File: config.mk
export PLATFORM = sky130hd
export DESIGN_NAME = peak_meter_db_ballistics
export DESIGN_NICKNAME = d
export VERILOG_FILES = /design/src/pmdb_pkg.sv /design/src/peak_meter_db_ballistics.sv /design/src/pmdb_front.sv /design/src/pmdb_queue.sv /design/src/pmdb_log2.sv /design/src/pmdb_back.sv
export SDC_FILE = /design/constraint.sdc
export NUM_CORES = 2
export LEC_CHECK = 0
export BUFFER_PORTS_ARGS = -buffer_cell sky130_fd_sc_hd__buf_2
export CELL_PAD_IN_SITES_DETAIL_PLACEMENT = 1
export CELL_PAD_IN_SITES_GLOBAL_PLACEMENT = 1
export CORE_MARGIN = 2
export CORE_UTILIZATION = 48
export DETAILED_ROUTE_END_ITERATION = 7
export PLACE_DENSITY_LB_ADDON = 0.2
export SYNTH_ARGS = -nofsm -noshare
export SYNTH_HDL_FRONTEND = slang
export SYNTH_SLANG_ARGS = --single-unit
File: constraint.sdc
create_clock -name clk -period 23.7 [get_ports clk]
set_input_delay 4.74 -clock clk [delete_from_list [all_inputs] [get_ports clk]]
set_output_delay 4.74 -clock clk [all_outputs]
set_load 0.005 [all_outputs]
File: src/pmdb_pkg.sv
// ----------------------------------------------------------------------------
// pmdb_pkg
// Widths, constants and shared types of the peak meter.
// ----------------------------------------------------------------------------
package pmdb_pkg;

    localparam int PEAK_W       = 32;
    localparam int LEVEL_W      = 11;
    localparam int DISP_W       = 14;
    localparam int BAR_W        = 10;
    localparam int CHAN_W       = 2;
    localparam int DECAY_W      = 14;
    localparam int CFG_IDX_W    = 2;
    localparam int CFG_DATA_W   = 32;
    localparam int EXP_W        = 5;
    localparam int FRAC_W       = 16;
    localparam int LOG_W        = EXP_W + FRAC_W;
    localparam int SUBMIT_LANES = 4;
    localparam int Q_DEPTH      = 2;

    localparam logic ACT_SUBMIT = 1'b0;
    localparam logic ACT_TICK   = 1'b1;

    localparam logic [CFG_IDX_W-1:0] REG_DECAY_STEP  = 2'd0;
    localparam logic [CFG_IDX_W-1:0] REG_NOISE_FLOOR = 2'd1;

    localparam logic [DECAY_W-1:0] DECAY_RESET = 14'd240;
    localparam logic [PEAK_W-1:0]  FLOOR_RESET = 32'd256;

    localparam logic signed [LEVEL_W-1:0] LEVEL_MIN = -11'sd600;
    localparam logic [11:0] LEVEL_SPAN = 12'd600;

    localparam logic [EXP_W-1:0] FULL_SCALE_EXP = 5'd31;
    // 200*log10(2) in Q16
    localparam logic [21:0] DB_SCALE_Q16 = 22'd3945660;
    // 50 * ceil(2^17/3): (t*50)/3 in one product
    localparam logic [21:0] TARGET_MUL   = 22'd2184550;
    // ceil(2^19/10)
    localparam logic [15:0] BAR_MUL      = 16'd52429;

    typedef struct packed {
        logic full;
        logic empty;
    } pmdb_q_status_t;

    typedef struct packed {
        logic              busy;
        logic              done;
        logic [EXP_W-1:0]  exp;
        logic [FRAC_W-1:0] frac;
    } pmdb_log_res_t;

endpackage

File: src/peak_meter_db_ballistics.sv
// ----------------------------------------------------------------------------
// peak_meter_db_ballistics
// Multi-channel peak meter with dB conversion and falling display bars.
// ----------------------------------------------------------------------------
// Item channel (item_valid/item_stall): action 0 submits four peaks, which
// are folded into registered per-channel pending maxima; action 1 is a
// tick that snapshots and clears the pending peaks and queues the snapshot
// (two ticks deep). item_stall rises only while that queue is full.
// Result channel (result_valid/result_stall): each tick yields one result
// per channel in channel order, last marking the final one. A registered
// output stage holds a result while result_stall is high; the next channel
// waits for it.
// Per channel, a peak below the noise floor skips the log2 unit; otherwise
// the channel waits for the sixteen squarings of the shared log2 unit's
// single 32x32 multiplier. Submits are accepted while item_stall is low.
// Configuration (cfg_valid/cfg_ready, always ready): index 0 decay_step,
// index 1 noise_floor; other indexes are ignored. Write only when idle.
// Reset clears pending peaks, display levels, the queue and the output
// stage, and restores decay_step 240 and noise_floor 256.
// ----------------------------------------------------------------------------
module peak_meter_db_ballistics #(
    parameter int NUM_CHANNELS = 4
) (
    input  logic                                clk,
    input  logic                                rst_n,
    input  logic                                item_valid,
    output logic                                item_stall,
    input  logic                                action,
    input  logic [pmdb_pkg::PEAK_W-1:0]         peak_in_one,
    input  logic [pmdb_pkg::PEAK_W-1:0]         peak_in_two,
    input  logic [pmdb_pkg::PEAK_W-1:0]         peak_out_one,
    input  logic [pmdb_pkg::PEAK_W-1:0]         peak_out_two,
    output logic                                result_valid,
    input  logic                                result_stall,
    output logic [pmdb_pkg::CHAN_W-1:0]         channel,
    output logic [pmdb_pkg::BAR_W-1:0]          bar_level,
    output logic signed [pmdb_pkg::LEVEL_W-1:0] level_tenths_db,
    output logic                                last,
    input  logic                                cfg_valid,
    output logic                                cfg_ready,
    input  logic [pmdb_pkg::CFG_IDX_W-1:0]      cfg_index,
    input  logic [pmdb_pkg::CFG_DATA_W-1:0]     cfg_data
);
    import pmdb_pkg::*;

    logic [DECAY_W-1:0] decay_step_reg, decay_step_next;
    logic [PEAK_W-1:0]  noise_floor_reg, noise_floor_next;

    logic [SUBMIT_LANES-1:0][PEAK_W-1:0] submit_peaks;
    logic [NUM_CHANNELS-1:0][PEAK_W-1:0] push_data;
    logic [NUM_CHANNELS-1:0][PEAK_W-1:0] head_data;
    logic                                push;
    logic                                pop;
    pmdb_q_status_t                      q_status;
    logic                                log_start;
    logic [PEAK_W-1:0]                   log_peak;
    pmdb_log_res_t                       log_res;

    assign submit_peaks[0] = peak_in_one;
    assign submit_peaks[1] = peak_in_two;
    assign submit_peaks[2] = peak_out_one;
    assign submit_peaks[3] = peak_out_two;

    assign cfg_ready = 1'b1;

    always_comb
    begin
        decay_step_next  = decay_step_reg;
        noise_floor_next = noise_floor_reg;
        if (cfg_valid && cfg_ready)
        begin
            case (cfg_index)
                REG_DECAY_STEP:  decay_step_next  = cfg_data[DECAY_W-1:0];
                REG_NOISE_FLOOR: noise_floor_next = cfg_data[PEAK_W-1:0];
                default:
                begin
                    decay_step_next = decay_step_reg;
                end
            endcase
        end
    end

    always_ff @(posedge clk or negedge rst_n)
    begin
        if (!rst_n)
        begin
            decay_step_reg  <= DECAY_RESET;
            noise_floor_reg <= FLOOR_RESET;
        end
        else
        begin
            decay_step_reg  <= decay_step_next;
            noise_floor_reg <= noise_floor_next;
        end
    end

    pmdb_front #(
        .NUM_CHANNELS (NUM_CHANNELS)
    ) u_front (
        .clk          (clk),
        .rst_n        (rst_n),
        .item_valid   (item_valid),
        .item_stall   (item_stall),
        .action       (action),
        .submit_peaks (submit_peaks),
        .q_status     (q_status),
        .push         (push),
        .push_data    (push_data)
    );

    pmdb_queue #(
        .NUM_CHANNELS (NUM_CHANNELS)
    ) u_queue (
        .clk       (clk),
        .rst_n     (rst_n),
        .push      (push),
        .push_data (push_data),
        .pop       (pop),
        .head_data (head_data),
        .status    (q_status)
    );

    pmdb_log2 u_log2 (
        .clk   (clk),
        .rst_n (rst_n),
        .start (log_start),
        .peak  (log_peak),
        .res   (log_res)
    );

    pmdb_back #(
        .NUM_CHANNELS (NUM_CHANNELS)
    ) u_back (
        .clk             (clk),
        .rst_n           (rst_n),
        .q_status        (q_status),
        .head_data       (head_data),
        .pop             (pop),
        .decay_step      (decay_step_reg),
        .noise_floor     (noise_floor_reg),
        .log_start       (log_start),
        .log_peak        (log_peak),
        .log_res         (log_res),
        .result_valid    (result_valid),
        .result_stall    (result_stall),
        .channel         (channel),
        .bar_level       (bar_level),
        .level_tenths_db (level_tenths_db),
        .last            (last)
    );

endmodule

File: src/pmdb_front.sv
// ----------------------------------------------------------------------------
// pmdb_front
// Accepts items, folds submitted peaks into pending maxima and hands a
// snapshot of them to the queue on each tick.
// ----------------------------------------------------------------------------
module pmdb_front #(
    parameter int NUM_CHANNELS = 4
) (
    input  logic                                                   clk,
    input  logic                                                   rst_n,
    input  logic                                                   item_valid,
    output logic                                                   item_stall,
    input  logic                                                   action,
    input  logic [pmdb_pkg::SUBMIT_LANES-1:0][pmdb_pkg::PEAK_W-1:0] submit_peaks,
    input  pmdb_pkg::pmdb_q_status_t                               q_status,
    output logic                                                   push,
    output logic [NUM_CHANNELS-1:0][pmdb_pkg::PEAK_W-1:0]          push_data
);
    import pmdb_pkg::*;

    logic [PEAK_W-1:0] pending_reg  [NUM_CHANNELS];
    logic [PEAK_W-1:0] pending_next [NUM_CHANNELS];
    logic [PEAK_W-1:0] lane_peak    [NUM_CHANNELS];
    logic              accept;
    logic              tick;
    logic              submit;

    // channels past the submit lanes never see data
    for (genvar g = 0; g < NUM_CHANNELS; g++) begin : g_lane
        if (g < SUBMIT_LANES) begin : g_fed
            assign lane_peak[g] = submit_peaks[g];
        end
        else begin : g_unfed
            assign lane_peak[g] = '0;
        end
    end

    assign item_stall = q_status.full;
    assign accept     = item_valid && !q_status.full;
    assign tick       = accept && (action == ACT_TICK);
    assign submit     = accept && (action == ACT_SUBMIT);
    assign push       = tick;

    always_comb
    begin
        for (int i = 0; i < NUM_CHANNELS; i++)
        begin
            push_data[i]    = pending_reg[i];
            pending_next[i] = pending_reg[i];
            if (tick)
            begin
                pending_next[i] = '0;
            end
            else if (submit && (lane_peak[i] > pending_reg[i]))
            begin
                pending_next[i] = lane_peak[i];
            end
        end
    end

    always_ff @(posedge clk or negedge rst_n)
    begin
        if (!rst_n)
        begin
            for (int i = 0; i < NUM_CHANNELS; i++)
            begin
                pending_reg[i] <= '0;
            end
        end
        else
        begin
            for (int i = 0; i < NUM_CHANNELS; i++)
            begin
                pending_reg[i] <= pending_next[i];
            end
        end
    end

endmodule

File: src/pmdb_queue.sv
// ----------------------------------------------------------------------------
// pmdb_queue
// Two-entry queue of tick snapshots between front and back.
// ----------------------------------------------------------------------------
module pmdb_queue #(
    parameter int NUM_CHANNELS = 4
) (
    input  logic                                          clk,
    input  logic                                          rst_n,
    input  logic                                          push,
    input  logic [NUM_CHANNELS-1:0][pmdb_pkg::PEAK_W-1:0] push_data,
    input  logic                                          pop,
    output logic [NUM_CHANNELS-1:0][pmdb_pkg::PEAK_W-1:0] head_data,
    output pmdb_pkg::pmdb_q_status_t                      status
);
    import pmdb_pkg::*;

    localparam int PTR_W = (Q_DEPTH > 1) ? $clog2(Q_DEPTH) : 1;
    localparam int CNT_W = $clog2(Q_DEPTH + 1);

    logic [NUM_CHANNELS-1:0][PEAK_W-1:0] entry_reg [Q_DEPTH];
    logic [PTR_W-1:0] wr_ptr_reg, wr_ptr_next;
    logic [PTR_W-1:0] rd_ptr_reg, rd_ptr_next;
    logic [CNT_W-1:0] count_reg, count_next;

    assign head_data    = entry_reg[rd_ptr_reg];
    assign status.full  = (count_reg == CNT_W'(Q_DEPTH));
    assign status.empty = (count_reg == '0);

    always_comb
    begin
        wr_ptr_next = wr_ptr_reg;
        rd_ptr_next = rd_ptr_reg;
        count_next  = count_reg;
        if (push)
        begin
            wr_ptr_next = (wr_ptr_reg == PTR_W'(Q_DEPTH - 1)) ? '0 : wr_ptr_reg + PTR_W'(1);
        end
        if (pop)
        begin
            rd_ptr_next = (rd_ptr_reg == PTR_W'(Q_DEPTH - 1)) ? '0 : rd_ptr_reg + PTR_W'(1);
        end
        if (push && !pop)
        begin
            count_next = count_reg + CNT_W'(1);
        end
        else if (pop && !push)
        begin
            count_next = count_reg - CNT_W'(1);
        end
    end

    always_ff @(posedge clk)
    begin
        if (push)
        begin
            entry_reg[wr_ptr_reg] <= push_data;
        end
    end

    always_ff @(posedge clk or negedge rst_n)
    begin
        if (!rst_n)
        begin
            wr_ptr_reg <= '0;
            rd_ptr_reg <= '0;
            count_reg  <= '0;
        end
        else
        begin
            wr_ptr_reg <= wr_ptr_next;
            rd_ptr_reg <= rd_ptr_next;
            count_reg  <= count_next;
        end
    end

endmodule

File: src/pmdb_log2.sv
// ----------------------------------------------------------------------------
// pmdb_log2
// Iterative log2 in Q16: five normalising steps, then sixteen squarings on
// one multiplier, one fraction bit per squaring.
// ----------------------------------------------------------------------------
module pmdb_log2 (
    input  logic                        clk,
    input  logic                        rst_n,
    input  logic                        start,
    input  logic [pmdb_pkg::PEAK_W-1:0] peak,
    output pmdb_pkg::pmdb_log_res_t     res
);
    import pmdb_pkg::*;

    localparam logic [1:0] ST_IDLE = 2'd0;
    localparam logic [1:0] ST_NORM = 2'd1;
    localparam logic [1:0] ST_SQR  = 2'd2;

    logic [1:0]        state_reg, state_next;
    logic [3:0]        cnt_reg, cnt_next;
    logic              done_reg, done_next;
    logic [31:0]       x_reg, x_next;
    logic [EXP_W-1:0]  e_reg, e_next;
    logic [FRAC_W-1:0] frac_reg, frac_next;
    logic [63:0]       sq;
    logic [32:0]       sq_q31;

    assign sq     = x_reg * x_reg;
    assign sq_q31 = sq[63:31];

    assign res.busy = (state_reg != ST_IDLE);
    assign res.done = done_reg;
    assign res.exp  = e_reg;
    assign res.frac = frac_reg;

    always_comb
    begin
        state_next = state_reg;
        cnt_next   = cnt_reg;
        done_next  = 1'b0;
        x_next     = x_reg;
        e_next     = e_reg;
        frac_next  = frac_reg;
        case (state_reg)
            ST_IDLE:
            begin
                if (start)
                begin
                    x_next     = peak;
                    e_next     = FULL_SCALE_EXP;
                    frac_next  = '0;
                    cnt_next   = 4'd4;
                    state_next = ST_NORM;
                end
            end
            ST_NORM:
            begin
                // binary search for the leading one, widest step first
                case (cnt_reg)
                    4'd4:
                    begin
                        if (x_reg[31:16] == '0)
                        begin
                            x_next = {x_reg[15:0], 16'd0};
                            e_next = e_reg - 5'd16;
                        end
                    end
                    4'd3:
                    begin
                        if (x_reg[31:24] == '0)
                        begin
                            x_next = {x_reg[23:0], 8'd0};
                            e_next = e_reg - 5'd8;
                        end
                    end
                    4'd2:
                    begin
                        if (x_reg[31:28] == '0)
                        begin
                            x_next = {x_reg[27:0], 4'd0};
                            e_next = e_reg - 5'd4;
                        end
                    end
                    4'd1:
                    begin
                        if (x_reg[31:30] == '0)
                        begin
                            x_next = {x_reg[29:0], 2'd0};
                            e_next = e_reg - 5'd2;
                        end
                    end
                    default:
                    begin
                        if (!x_reg[31])
                        begin
                            x_next = {x_reg[30:0], 1'b0};
                            e_next = e_reg - 5'd1;
                        end
                    end
                endcase
                if (cnt_reg == '0)
                begin
                    cnt_next   = 4'd15;
                    state_next = ST_SQR;
                end
                else
                begin
                    cnt_next = cnt_reg - 4'd1;
                end
            end
            ST_SQR:
            begin
                frac_next = {frac_reg[FRAC_W-2:0], sq_q31[32]};
                x_next    = sq_q31[32] ? sq_q31[32:1] : sq_q31[31:0];
                if (cnt_reg == '0)
                begin
                    done_next  = 1'b1;
                    state_next = ST_IDLE;
                end
                else
                begin
                    cnt_next = cnt_reg - 4'd1;
                end
            end
            default:
            begin
                state_next = ST_IDLE;
            end
        endcase
    end

    always_ff @(posedge clk)
    begin
        x_reg    <= x_next;
        e_reg    <= e_next;
        frac_reg <= frac_next;
    end

    always_ff @(posedge clk or negedge rst_n)
    begin
        if (!rst_n)
        begin
            state_reg <= ST_IDLE;
            cnt_reg   <= '0;
            done_reg  <= 1'b0;
        end
        else
        begin
            state_reg <= state_next;
            cnt_reg   <= cnt_next;
            done_reg  <= done_next;
        end
    end

endmodule

File: src/pmdb_back.sv
// ----------------------------------------------------------------------------
// pmdb_back
// Per-channel sequencer: level in tenths of dB, target, display ballistics
// and the result register.
// ----------------------------------------------------------------------------
module pmdb_back #(
    parameter int NUM_CHANNELS = 4
) (
    input  logic                                          clk,
    input  logic                                          rst_n,
    input  pmdb_pkg::pmdb_q_status_t                      q_status,
    input  logic [NUM_CHANNELS-1:0][pmdb_pkg::PEAK_W-1:0] head_data,
    output logic                                          pop,
    input  logic [pmdb_pkg::DECAY_W-1:0]                  decay_step,
    input  logic [pmdb_pkg::PEAK_W-1:0]                   noise_floor,
    output logic                                          log_start,
    output logic [pmdb_pkg::PEAK_W-1:0]                   log_peak,
    input  pmdb_pkg::pmdb_log_res_t                       log_res,
    output logic                                          result_valid,
    input  logic                                          result_stall,
    output logic [pmdb_pkg::CHAN_W-1:0]                   channel,
    output logic [pmdb_pkg::BAR_W-1:0]                    bar_level,
    output logic signed [pmdb_pkg::LEVEL_W-1:0]           level_tenths_db,
    output logic                                          last
);
    import pmdb_pkg::*;

    localparam int CW = (NUM_CHANNELS > 1) ? $clog2(NUM_CHANNELS) : 1;

    localparam logic [2:0] S_IDLE    = 3'd0;
    localparam logic [2:0] S_CHECK   = 3'd1;
    localparam logic [2:0] S_LOG     = 3'd2;
    localparam logic [2:0] S_SCALE   = 3'd3;
    localparam logic [2:0] S_TARGET  = 3'd4;
    localparam logic [2:0] S_DISPLAY = 3'd5;
    localparam logic [2:0] S_EMIT    = 3'd6;

    logic [2:0]                  state_reg, state_next;
    logic [CW-1:0]               ch_reg, ch_next;
    logic [PEAK_W-1:0]           peaks_reg  [NUM_CHANNELS];
    logic [PEAK_W-1:0]           peaks_next [NUM_CHANNELS];
    logic [DISP_W-1:0]           disp_reg   [NUM_CHANNELS];
    logic [DISP_W-1:0]           disp_next  [NUM_CHANNELS];
    logic [42:0]                 prod_reg, prod_next;
    logic signed [LEVEL_W-1:0]   level_reg, level_next;
    logic [DISP_W-1:0]           target_reg, target_next;

    logic                        out_valid_reg, out_valid_next;
    logic [CHAN_W-1:0]           out_chan_reg, out_chan_next;
    logic [BAR_W-1:0]            out_bar_reg, out_bar_next;
    logic signed [LEVEL_W-1:0]   out_level_reg, out_level_next;
    logic                        out_last_reg, out_last_next;

    logic [LOG_W-1:0]            neg_d;
    logic [42:0]                 db_prod;
    logic [43:0]                 rounded;
    logic [11:0]                 mag;
    logic [11:0]                 neg_mag;
    logic [11:0]                 lvl_sum;
    logic [31:0]                 tgt_prod;
    logic [DISP_W-1:0]           disp_cur;
    logic [DISP_W:0]             disp_dec;
    logic [29:0]                 bar_prod;
    logic                        is_last_ch;
    logic                        out_free;

    assign log_peak   = peaks_reg[0];
    assign disp_cur   = disp_reg[ch_reg];
    assign is_last_ch = (ch_reg == CW'(NUM_CHANNELS - 1));
    assign out_free   = !out_valid_reg || !result_stall;

    // -d = 31.0 - log2(p), only used when the exponent is below 31
    assign neg_d    = {FULL_SCALE_EXP, {FRAC_W{1'b0}}} - {log_res.exp, log_res.frac};
    assign db_prod  = neg_d * DB_SCALE_Q16;
    assign rounded  = {1'b0, prod_reg} + 44'h0_8000_0000;
    assign mag      = rounded[43:32];
    assign neg_mag  = 12'd0 - mag;
    assign lvl_sum  = {level_reg[LEVEL_W-1], level_reg} + LEVEL_SPAN;
    assign tgt_prod = lvl_sum[9:0] * TARGET_MUL;
    assign disp_dec = {1'b0, disp_cur} - {1'b0, decay_step};
    assign bar_prod = disp_cur * BAR_MUL;

    assign result_valid    = out_valid_reg;
    assign channel         = out_chan_reg;
    assign bar_level       = out_bar_reg;
    assign level_tenths_db = out_level_reg;
    assign last            = out_last_reg;

    always_comb
    begin
        state_next     = state_reg;
        ch_next        = ch_reg;
        prod_next      = prod_reg;
        level_next     = level_reg;
        target_next    = target_reg;
        out_valid_next = out_valid_reg && result_stall;
        out_chan_next  = out_chan_reg;
        out_bar_next   = out_bar_reg;
        out_level_next = out_level_reg;
        out_last_next  = out_last_reg;
        pop            = 1'b0;
        log_start      = 1'b0;
        for (int i = 0; i < NUM_CHANNELS; i++)
        begin
            peaks_next[i] = peaks_reg[i];
            disp_next[i]  = disp_reg[i];
        end
        case (state_reg)
            S_IDLE:
            begin
                if (!q_status.empty)
                begin
                    pop     = 1'b1;
                    ch_next = '0;
                    for (int i = 0; i < NUM_CHANNELS; i++)
                    begin
                        peaks_next[i] = head_data[i];
                    end
                    state_next = S_CHECK;
                end
            end
            S_CHECK:
            begin
                if ((peaks_reg[0] < noise_floor) || (peaks_reg[0] == '0))
                begin
                    level_next = LEVEL_MIN;
                    state_next = S_TARGET;
                end
                else
                begin
                    log_start  = 1'b1;
                    state_next = S_LOG;
                end
            end
            S_LOG:
            begin
                if (log_res.done)
                begin
                    if (log_res.exp == FULL_SCALE_EXP)
                    begin
                        // at or above full scale
                        level_next = '0;
                        state_next = S_TARGET;
                    end
                    else
                    begin
                        prod_next  = db_prod;
                        state_next = S_SCALE;
                    end
                end
            end
            S_SCALE:
            begin
                if (mag > LEVEL_SPAN)
                begin
                    level_next = LEVEL_MIN;
                end
                else
                begin
                    level_next = neg_mag[LEVEL_W-1:0];
                end
                state_next = S_TARGET;
            end
            S_TARGET:
            begin
                target_next = tgt_prod[30:17];
                state_next  = S_DISPLAY;
            end
            S_DISPLAY:
            begin
                if (target_reg >= disp_cur)
                begin
                    disp_next[ch_reg] = target_reg;
                end
                else if (disp_dec[DISP_W] || (disp_dec[DISP_W-1:0] < target_reg))
                begin
                    disp_next[ch_reg] = target_reg;
                end
                else
                begin
                    disp_next[ch_reg] = disp_dec[DISP_W-1:0];
                end
                state_next = S_EMIT;
            end
            S_EMIT:
            begin
                if (out_free)
                begin
                    out_valid_next = 1'b1;
                    out_chan_next  = CHAN_W'(ch_reg);
                    out_bar_next   = bar_prod[28:19];
                    out_level_next = level_reg;
                    out_last_next  = is_last_ch;
                    for (int i = 0; i < NUM_CHANNELS - 1; i++)
                    begin
                        peaks_next[i] = peaks_reg[i + 1];
                    end
                    peaks_next[NUM_CHANNELS - 1] = '0;
                    if (is_last_ch)
                    begin
                        state_next = S_IDLE;
                    end
                    else
                    begin
                        ch_next    = ch_reg + CW'(1);
                        state_next = S_CHECK;
                    end
                end
            end
            default:
            begin
                state_next = S_IDLE;
            end
        endcase
    end

    always_ff @(posedge clk)
    begin
        for (int i = 0; i < NUM_CHANNELS; i++)
        begin
            peaks_reg[i] <= peaks_next[i];
        end
        prod_reg      <= prod_next;
        level_reg     <= level_next;
        target_reg    <= target_next;
        out_chan_reg  <= out_chan_next;
        out_bar_reg   <= out_bar_next;
        out_level_reg <= out_level_next;
        out_last_reg  <= out_last_next;
    end

    always_ff @(posedge clk or negedge rst_n)
    begin
        if (!rst_n)
        begin
            state_reg     <= S_IDLE;
            ch_reg        <= '0;
            out_valid_reg <= 1'b0;
            for (int i = 0; i < NUM_CHANNELS; i++)
            begin
                disp_reg[i] <= '0;
            end
        end
        else
        begin
            state_reg     <= state_next;
            ch_reg        <= ch_next;
            out_valid_reg <= out_valid_next;
            for (int i = 0; i < NUM_CHANNELS; i++)
            begin
                disp_reg[i] <= disp_next[i];
            end
        end
    end

endmodule

==> flow_metrics.env <==
export IMPL_rows=148
export IMPL_critPathTopFamily="adder cells"
export IMPL_fp_coreArea_um2=163000
export IMPL_yosysUniqueCellTypes=77
export IMPL_cts_buffers=84
export IMPL_drtIter0Drc=3183
export IMPL_vias_per_cell=5.45
export IMPL_synth_fp_nets=9735
export IMPL_cts_tree="yes"
export IMPL_max_clock_path_buffers=3
export IMPL_worst_r2r_cell_count=27
export IMPL_drtPass1Iterations=7
export IMPL_fin_crit_ns=9.77
export IMPL_muxShareOfSynthArea_pct=4.92
export IMPL_synth_area_leader_cell="fa_1"
export IMPL_r2r_slack_ns=13.93
export IMPL_routedWlPerCell_um=22.5
export IMPL_maxSlewHeadroom_pct=16.6
export IMPL_initial_core_util_pct=48.5
export IMPL_largest_reg_flops=256
export IMPL_synth_simple_area_share_pct=8.89
export IMPL_postSynthCellCount=7594
export IMPL_maxCapViolations=0
export IMPL_fin_crit_sh_pct=41.2
export IMPL_drc=0
export IMPL_critical_path_required_ns=24.15
export IMPL_vias=54100
export IMPL_rsz0062_at_grt="no"
export IMPL_finalNetCount=9832
export IMPL_tns_ns=0
export IMPL_worstHoldPathCells=0
export IMPL_synth_async_reset_ratio_pct=33.2
export IMPL_r2r_end="u_log2.x_reg[30]"
export IMPL_path_class="reg2reg"
export IMPL_drv_slew=0
export IMPL_clock_sinks=745
export IMPL_cp_buffers_inverters=7
export IMPL_grt_pass1_wl_um=356000
export IMPL_slowest_stage="clkinv_1"
export IMPL_synth_seq_area_share_pct=26.7
export IMPL_track_usage_pct=27.4
export IMPL_synth_seq_cells=745
export IMPL_synth_flop_cell="edfxtp_1"
export IMPL_layout_drive_gt1_share_pct=7.04
export IMPL_die_area_um2=168000
export IMPL_die_x_um=410
export IMPL_clock_fmax_mhz=102
export IMPL_grt_max_degree=194
export IMPL_die_y_um=410
export IMPL_synth_compound_area_share_pct=6.85
export IMPL_syn_area_um2=79100
export IMPL_postRouteWirelength_um=224000
export IMPL_setup_viol=0
export IMPL_finClkSkew_ns=0.0562
export IMPL_post_cts_buffers=0
export IMPL_cp_max_fo=38
export IMPL_critPathArrivalTime_ns=10.22
export IMPL_overflow=0
export IMPL_slowest_delay_ns=0.66
export IMPL_synth_xor_area_share_pct=1.85
export IMPL_synth_warnings=0
export IMPL_synth_top_family_by_area="adder cells"
export IMPL_critPathLaunchType="flop"
export IMPL_crit_path_end_kind="flop"
export IMPL_cp_common_cell="fa_1"
export IMPL_timing_rr_start="u_log2.x_reg[7]"
export IMPL_dp_hpwl_um=175000
export IMPL_cts_resized=0
export IMPL_worstHoldStart="u_back.level_reg[10]"
export IMPL_io_pins=195
export IMPL_grt_pass1_vias=61900
export IMPL_synth_area_top_cells="fa_1 (27%), edfxtp_1 (19%), ha_1 (14%)"
export IMPL_clockRootBuffer="clkbuf_16"
export IMPL_path_clk_slew_ns=0.07
export IMPL_htree_levels=3
export IMPL_synth_adder_area_share_pct=41.2
export IMPL_io_buffers=193
export IMPL_status="finished clean"
export IMPL_nFillCells=17700
export IMPL_synth_edf_count=498
export IMPL_finalWeightedCongestion=0.900
export IMPL_holdPathEnd="u_back.level_tenths_db[10]"
export IMPL_hold_viol=0
export IMPL_synth_area_per_cell_um2=10.4
export IMPL_tightest_slew_ns=1.25
export IMPL_postCtsHoldBufs=0
export IMPL_syn2layout_area_growth_pct=8.00
export IMPL_hp_class="reg2reg"
export IMPL_clock_latency_ns=0.72
export IMPL_grt_antenna_before_repair=13
export IMPL_yosys_area_top_type_share_pct=26.8
export IMPL_ant_nets=0
==> worst max path at each step <==
stage / end / startpoint / slack [ns] / depth (start not counted)
2_1_floorplan: u_back.peaks_reg[0][0] / result_stall / 11.94 / 3
3_3_place_gp: u_log2.x_reg[30] / u_log2.x_reg[7] / 14.14 / 27
3_5_place_dp: u_back.prod_reg[37] / u_log2.frac_reg[6] / 14.04 / 28
4_1_cts: u_back.prod_reg[37] / u_log2.frac_reg[6] / 13.97 / 28
5_1_grt: u_back.prod_reg[37] / u_log2.frac_reg[6] / 13.25 / 28
6_report: u_log2.x_reg[30] / u_log2.x_reg[7] / 13.93 / 27
==> layout by cell type, fill, tap and decap left out, types with 15 or more instances in the layout <==
cell / n
nor3_1: 46
xor2_1: 64
fa_1: 1057
buf_2: 192
o21ai_0: 162
nand2_1: 567
a21o_1: 107
edfxtp_1: 498
o21bai_1: 20
nand3_1: 56
nor4_1: 19
a211oi_1: 17
a22oi_1: 20
a221oi_1: 34
nor2_1: 347
nor2b_1: 31
ha_1: 915
o211ai_1: 24
inv_1: 1731
xnor2_1: 102
and3_1: 22
nand4_1: 61
buf_4: 88
clkbuf_1: 26
a31oi_1: 23
o21a_1: 40
clkbuf_16: 86
dfrtp_1: 241
mux2i_1: 266
nand2b_1: 21
a21oi_1: 264
mux4_2: 15
and2_1: 263
mux2_2: 79
==> area by class of cell <==
| cell class | count | area, um2 | share of cell area [%] |
|---|---|---|---|
| Antenna cell | 3 | 7.51 | 0.00879 |
| Clock buffer | 120 | 2360 | 2.76 |
| Clock inverter | 36 | 475 | 0.557 |
| Inverter | 1734 | 6510 | 7.62 |
| Multi-Input combinational cell | 4843 | 50500 | 59.2 |
| Sequential cell | 745 | 21100 | 24.8 |
| Tap cell | 2175 | 2720 | 3.19 |
| Timing Repair Buffer | 283 | 1680 | 1.96 |
==> cell families after synthesis <==
logic type / Yosys count
AOI/OAI and AO/OA: 841
and+or+nand+nor: 1501
other: 1
DFF: 745
adders and majority gates: 1973
xor gates and xnor gates: 167
muxes: 360
buffers and inverters: 2006
==> routing by layer <==
metal	wire length (um)	GRT usage, %
met1	93900	35.1
met3	9040	2.96
met4	7440	9.05
met5	61	0
met2	114000	48.3
==> per-stage QoR <==
stage          area, um2  worst slack (ns)  instances  util [%]  hold WS (ns)
2_1_floorplan      79100             11.94       7594         -         0.400
3_3_place_gp       82600             14.14       9780      50.6         0.404
4_1_cts            85400             13.97       9936      52.4         0.425
5_1_grt            85400             13.25       9936      52.4         0.449
3_5_place_dp       82600             14.04       9780      50.6         0.412
6_report           85400             13.93       9939      52.4         0.436
==> cell usage after synthesis, drive strengths merged (8+ instances only) <==
| cell type | count |
|---|---|
| a2111oi | 8 |
| a211oi | 17 |
| a21o | 107 |
| a21oi | 266 |
| a221o | 11 |
| a221oi | 34 |
| a222oi | 9 |
| a22oi | 20 |
| a31o | 12 |
| a31oi | 24 |
| a41oi | 14 |
| and2 | 264 |
| and3 | 22 |
| buf | 32 |
| clkbuf | 240 |
| dfrtp | 242 |
| edfxtp | 498 |
| fa | 1057 |
| ha | 916 |
| inv | 1731 |
| mux2 | 79 |
| mux2i | 266 |
| mux4 | 15 |
| nand2 | 567 |
| nand2b | 21 |
| nand3 | 57 |
| nand3b | 8 |
| nand4 | 61 |
| nor2 | 351 |
| nor2b | 31 |
| nor3 | 47 |
| nor4 | 19 |
| o211ai | 24 |
| o21a | 41 |
| o21ai | 173 |
| o21bai | 20 |
| or2 | 9 |
| or3 | 12 |
| or4 | 12 |
| xnor2 | 103 |
| xor2 | 64 |
Power is left out: the tool's default activity adds up to more than one toggle a clock period on the data nets, which glitch-free logic cannot reach.
